`config.mk`:
```
export PLATFORM = sky130hd
export DESIGN_NAME = dopct_cell
export DESIGN_NICKNAME = d
export VERILOG_FILES = /design/src/rtl/dopct_pkg.sv /design/src/rtl/dopct_cell.sv
export SDC_FILE = /design/constraint.sdc
export NUM_CORES = 1
export LEC_CHECK = 0
export BUFFER_PORTS_ARGS = -buffer_cell sky130_fd_sc_hd__buf_4
export CAP_MARGIN = 5
export CORE_AREA = 4 4 203 205
export CTS_BUF_LIST = sky130_fd_sc_hd__clkbuf_16
export DETAILED_ROUTE_END_ITERATION = 16
export DIE_AREA = 0 0 207 209
export SLEW_MARGIN = 20
export SYNTH_ARGS = -nofsm -noshare
export SYNTH_HDL_FRONTEND = slang
export SYNTH_SLANG_ARGS = --single-unit
export TNS_END_PERCENT = 30
```
`constraint.sdc`:
```
create_clock -name clk -period 5.1 [get_ports clk]
set_input_delay 0.51 -clock clk [delete_from_list [all_inputs] [get_ports clk]]
set_output_delay 0.51 -clock clk [all_outputs]
set_load 0.01 [all_outputs]
```
`src/rtl/dopct_pkg.sv`:
```
package dopct_pkg;

  localparam int MAX_CHANNELS_DEF     = 4;
  localparam int MAX_BANKS_DEF        = 16;
  localparam int QUEUE_ENTRIES_DEF    = 16;
  localparam int LINE_OFFSET_BITS_DEF = 6;

  localparam int ADDR_W  = 48;
  localparam int CYC_W   = 48;
  localparam int ID_W    = 32;
  localparam int LAT_W   = 32;
  localparam int CFG_W   = 8;
  localparam int CFG_A_W = 3;

  typedef enum logic [1:0] {
    REQ_READ  = 2'd0,
    REQ_WRITE = 2'd1,
    REQ_TICK  = 2'd2,
    REQ_NONE  = 2'd3
  } req_type_t;

  typedef enum logic [1:0] {
    ST_OK       = 2'd0,
    ST_FULL     = 2'd1,
    ST_RANGE    = 2'd2,
    ST_RESERVED = 2'd3
  } status_t;

  typedef enum logic [1:0] {
    PG_EMPTY    = 2'd0,
    PG_HIT      = 2'd1,
    PG_CONFLICT = 2'd2,
    PG_RESERVED = 2'd3
  } page_t;

  typedef enum logic [2:0] {
    CFG_CHANNELS  = 3'd0,
    CFG_BANKS     = 3'd1,
    CFG_QLIMIT    = 3'd2,
    CFG_CAS_RD    = 3'd3,
    CFG_CAS_WR    = 3'd4,
    CFG_BURST     = 3'd5,
    CFG_ACTIVATE  = 3'd6,
    CFG_PRECHARGE = 3'd7
  } cfg_idx_t;

  typedef enum logic [2:0] {
    S_IDLE, S_DECODE, S_LOOKUP, S_CALC, S_SUM, S_COMMIT, S_REJECT, S_DRAIN
  } state_t;

  typedef struct packed {
    logic [CYC_W-1:0] done;
    logic [CYC_W-1:0] submit;
    logic [ID_W-1:0]  id;
    page_t            outcome;
    logic             wr;
  } slot_entry_t;

  typedef struct packed {
    logic ins;
    logic pop;
  } cell_ctl_t;

  function automatic logic [2:0] floor_log2(input logic [4:0] n);
    logic [2:0] b;
    b = 3'd0;
    for (int i = 1; i < 5; i++) begin
      if (n[i]) b = 3'(i);
    end
    return b;
  endfunction

endpackage

```
`src/rtl/dopct_cell.sv`:
```
module dopct_cell
  import dopct_pkg::*;
(
  input  logic        clk,
  input  logic        rst,
  input  cell_ctl_t   ctl,
  input  slot_entry_t new_entry,
  input  logic        prev_valid,
  input  slot_entry_t prev_entry,
  input  logic        prev_keep,
  input  logic        next_valid,
  input  slot_entry_t next_entry,
  output logic        valid,
  output slot_entry_t entry,
  output logic        keep
);

  // stays put on insert when it sorts ahead of the new entry (done, then id)
  assign keep = valid && ((entry.done < new_entry.done) ||
                ((entry.done == new_entry.done) && (entry.id < new_entry.id)));

  always_ff @(posedge clk) begin
    if (rst) begin
      valid <= 1'b0;
    end else if (ctl.pop) begin
      valid <= next_valid;
    end else if (ctl.ins && !keep) begin
      valid <= prev_keep ? 1'b1 : prev_valid;
    end
  end

  always_ff @(posedge clk) begin
    if (ctl.pop) begin
      entry <= next_entry;
    end else if (ctl.ins && !keep) begin
      entry <= prev_keep ? new_entry : prev_entry;
    end
  end

endmodule

```
-- Word-level counts from Yosys, hierarchy flattened
Index checks and enable logic that the tools add are counted.
- $lt $le $gt $ge: 2
- eq/ne operators: 1
- mux-type cells: 6
- reductions and logical operators: 6
- operator list (operator ; count):
    131-bit two-way mux ; 3
    48-bit equality test ; 1
    48-bit less-than comparator ; 1
    32-bit less-than comparator ; 1
    1-bit logical AND ; 3
    1-bit two-way mux ; 3
    2-bit nonzero test ; 1
    1-bit logical NOT ; 1
    1-bit logical OR ; 1
- flip-flop bits (word level): 132
- bits of input ports: 400
- output and inout bits: 133

-- Longest topological paths before layout
- depth in word-level cells: 8
- mapped depth: 9

-- Worst setup path after synthesis
OpenSTA, ideal clock, no wires.
- path type: input to register
- from: input new_entry[126] (netlist bit)
- to: register entry[0] (netlist bit), enable pin
- setup time: 489 ps
- data arrival time: 4496 ps
- data required time: 4611 ps
- path slack: 115 ps
- stages on the path: 9
- path buffers: 0
- cell sequence: inv_1 > ha_1 > nand4_1 > nor4_1 > o21ai_0 > o221ai_1 > a21oi_1 > a21oi_2 > a21o_1
- longest elaborated chain between the ends: 7
- RTL lines (what ; line ; text):
    start: declaration ; dopct_cell.sv:7 ; input slot_entry_t new_entry,
    parallel branches: the longest is 2 deep, another holds 48-bit less-than comparator ; -- ;
    1-bit logical OR (*) ; dopct_cell.sv:19 ; assign keep = valid && ((entry.done < new_entry.done) ||
    1-bit logical AND (*) ; dopct_cell.sv:19 ;
    1-bit logical NOT (*) ; dopct_cell.sv:35 ; end else if (ctl.ins && !keep) begin
    1-bit logical AND (*) ; dopct_cell.sv:35 ;
    2-bit nonzero test (no source line) (*) ; -- ;
    end signal: assignment ; dopct_cell.sv:34 ; entry <= next_entry;
    end signal: assignment ; dopct_cell.sv:36 ; entry <= prev_keep ? new_entry : prev_entry;
    end: declaration ; dopct_cell.sv:14 ; output slot_entry_t entry,
Mark *: on every way between the ends.
A chain may end at the register's enable or synchronous reset.

-- Final worst setup path
- from: register entry[130] (netlist bit)
- to: register entry[44] (netlist bit), enable pin
- longest elaborated chain between the ends: 7
- RTL lines (what ; line):
    parallel branches: the longest is 2 deep, another holds 48-bit less-than comparator ; --
    1-bit logical OR (*) ; dopct_cell.sv:19
    1-bit logical AND (*) ; dopct_cell.sv:19
    1-bit logical NOT (*) ; dopct_cell.sv:35
    1-bit logical AND (*) ; dopct_cell.sv:35
    2-bit nonzero test (no source line) (*) ; --
Marks and branches as above.

==> results.py <==
metrics = {
    "outcome": {
        "status": "finished, final reports clean",
    },
    "timing": {
        "period_needed_ns": 3.83,
        "post-route-period-util": 0.752,
        "setup_viol": 0,
        "worstMarginPinSlew_ns": 0.902,
        "relSlewSlack": 0.399,
        "finalMaxSlewViolations": 0,
        "rsz0062_at_grt": "no",
        "skew_ns": 0.00965,
        "tns_ns": 0,
        "hold_slack_ns": 0.239,
        "final.setup.worst_slack_ns": 1.27,
        "timing.fmax_mhz": 261,
        "hold_viol_final": 0,
    },
    "worst_hold_path": {
        "holdPathEnd": "valid",
        "hold_start": "rst",
        "min_path_cells": 2,
        "worst_hold_path_type": "input pin to register",
    },
    "grt": {
        "globalRouteTotalUtil": 0.160,
        "grt_pass1_wl_um": 52800,
        "antenna_found_initial": 5,
        "grt_start_max_net_pins": 164,
        "globalRoute.totalOverflow": 0,
        "grt_pass1_vias": 8684,
    },
    "clock_tree": {
        "clk_pin_slew_ns": 0.06,
        "cts-root-buf": "clkbuf_16",
        "hold_buffers": 0,
        "tritoncts": "done",
        "post-cts-setup-buffer-count": 0,
        "cts_htree_levels": 4,
        "cts_buffers": 17,
        "cts.repair.resized": 0,
        "clkSinkCount": 132,
        "cts_buffer_depth": 2,
        "clock_latency_ns": 0.43,
    },
    "synth": {
        "syn-num-nets": 1341,
        "synthSimpleGateAreaFrac": 0.0939,
        "synth_ff_type": "edfxtp_1",
        "synthCells": 862,
        "yosys_warnings": 0,
        "synth_compound_area_frac": 0.130,
        "ys_seq_elements": 132,
        "synth_edf_count": 131,
        "netlist_area_um2": 8670,
        "synth-xor-area-share": 0,
        "synth-adder-area-share": 0.114,
        "synth.avg_cell_area_um2": 10.1,
        "synth_top_family_by_area": "multiplexers",
        "synth_cell_types": 38,
        "synth.area.mux_share": 0.151,
        "yosysSeqAreaShare": 0.456,
        "synthArstFlopShare": 0,
    },
    "power_and_ir_drop": {
        "p_leak_uw": 0.00678,
        "ir_drop_mv": 0.231,
        "power_density_nw_per_um2": 259,
    },
    "placement": {
        "placed_area_um2": 13200,
        "dpl.hpwl_um": 30000,
        "pre_cts_slack_ns": 0.932,
        "routabilityCongestion": 0.912,
        "portBuffers": 532,
    },
    "layout": {
        "drive_above_1_share": 0.409,
        "final_cell_mix": "buf_4 (531), nand2_1 (145), o21ai_1 (137), mux2i_1 (131), edfxtp_1 (131)",
        "final_nets": 1852,
        "num-fill-cells": 4040,
        "area_growth_pct": 58.9,
        "utilization": 0.349,
        "final_area_um2": 13800,
        "mostFrequentLayoutCell": "buf_4",
    },
    "critical_path": {
        "r2r_end": "entry[44]",
        "cp-start-kind": "register",
        "cp.required_ns": 5.17,
        "cp_max_fo": 67,
        "crit_arrival_ns": 3.91,
        "path_class": "register to register",
        "worstRegToRegCells": 9,
        "r2r_setup_slack_ns": 1.27,
        "end_kind": "register",
        "r2r_start": "entry[130]",
    },
    "die": {
        "row_count": 73,
        "fp.dieH_um": 209,
        "io_pins": 533,
        "dieArea_um2": 43300,
        "initial_core_util": 0.220,
        "die_x_um": 207,
        "core_area_um2": 39500,
    },
    "routing": {
        "antenna_left": 0,
        "vias_per_cell": 4.36,
        "avgRoutedWirePerCell_um": 19.0,
        "routed_wl_um": 36300,
        "drc": 0,
        "first_pass_iters": 6,
        "dr_total_vias": 8339,
        "drtIter0Drc": 390,
    },
    "flow_run": {
        "drv_cap": 0,
    },
}
-- how the worst max path moves through the flow --
| stage | startpoint | endpoint | slack (ns) | cells after the start |
|---|---|---|---|---|
| final | entry[130] | entry[44] | 1.27 | 9 |
| after global placement | new_entry[126] | entry[31] | 0.92 | 11 |
| after detailed placement | new_entry[126] | entry[31] | 0.93 | 11 |
| after CTS | entry[118] | entry[53] | 1.14 | 9 |
| after global routing | entry[118] | entry[53] | 0.98 | 9 |
| after floorplan | new_entry[126] | entry[0] | 0.12 | 9 |
-- cell type report --
cell class	instances	area [um^2]	share of cell area
well taps	525	657	0.0477
diodes	5	12.5	0.000908
multi-input cells	603	4250	0.308
flip-flops and latches	132	3950	0.287
clock buffers	17	425	0.0309
inverters	83	312	0.0226
repair buffers	536	4070	0.295
clock inverters	12	103	0.00744
-- worst max-delay path, cell delays in order, from the launching register on --
cell	delay, ns
edfxtp_1	0.41
ha_1	0.32
nand4_1	0.15
nor4_1	0.53
o21ai_0	0.28
o221ai_1	0.22
a21oi_1	0.08
a21oi_2	0.24
a21o_4	0.74
buf_12	0.37
-- stage by stage --
step           instances  power, uW
6_report            1913       3570
5_1_grt             1912       3770
4_1_cts             1908       3630
3_5_place_dp        1879       2430
3_3_place_gp        1879       2420
2_1_floorplan        862       1840
-- metal layers --
metal / track usage / up-vias / share of wire
li1: - / 4136 / -
met5: 0 / - / 0
met3: 0.0592 / 54 / 0.081
met2: 0.277 / 350 / 0.50
met4: 0.0684 / 0 / 0.033
met1: 0.178 / 3799 / 0.38
-- report_power, final --
part / leakage (uW) / switching (uW) / internal, uW
Sequential: 0.00136 / 58.1 / 1340
Combinational: 0.00516 / 478 / 513
Clock: 0.000269 / 484 / 695
-- flip-flops by register name (all words and copies together) (netlist names) --
signal	count
entry	131
valid	1
-- synth_stat cells, types with 3 or more instances --
master / number / share of area
clkbuf_1: 31 / 0.013
edfxtp_1: 131 / 0.45
nor4_1: 3 / 0.0022
mux2i_1: 131 / 0.15
buf_1: 13 / 0.0056
o21ai_0: 10 / 0.0058
a21o_1: 9 / 0.0078
o21ai_1: 137 / 0.079
a21oi_1: 28 / 0.016
nor2_1: 9 / 0.0039
nand3_1: 5 / 0.0029
nor3_1: 6 / 0.0035
ha_1: 79 / 0.11
nand4_1: 15 / 0.011
nand2_1: 145 / 0.063
inv_1: 83 / 0.036
-- cell families after synthesis --
family,count (synthesis)
buffers and inverters,127
adder cells (fa/ha/maj),79
AND/OR/NAND/NOR,191
flip-flops,132
multiplexers,131
AO/OA/AOI/OAI,202
(Power assumes the default switching activity.)
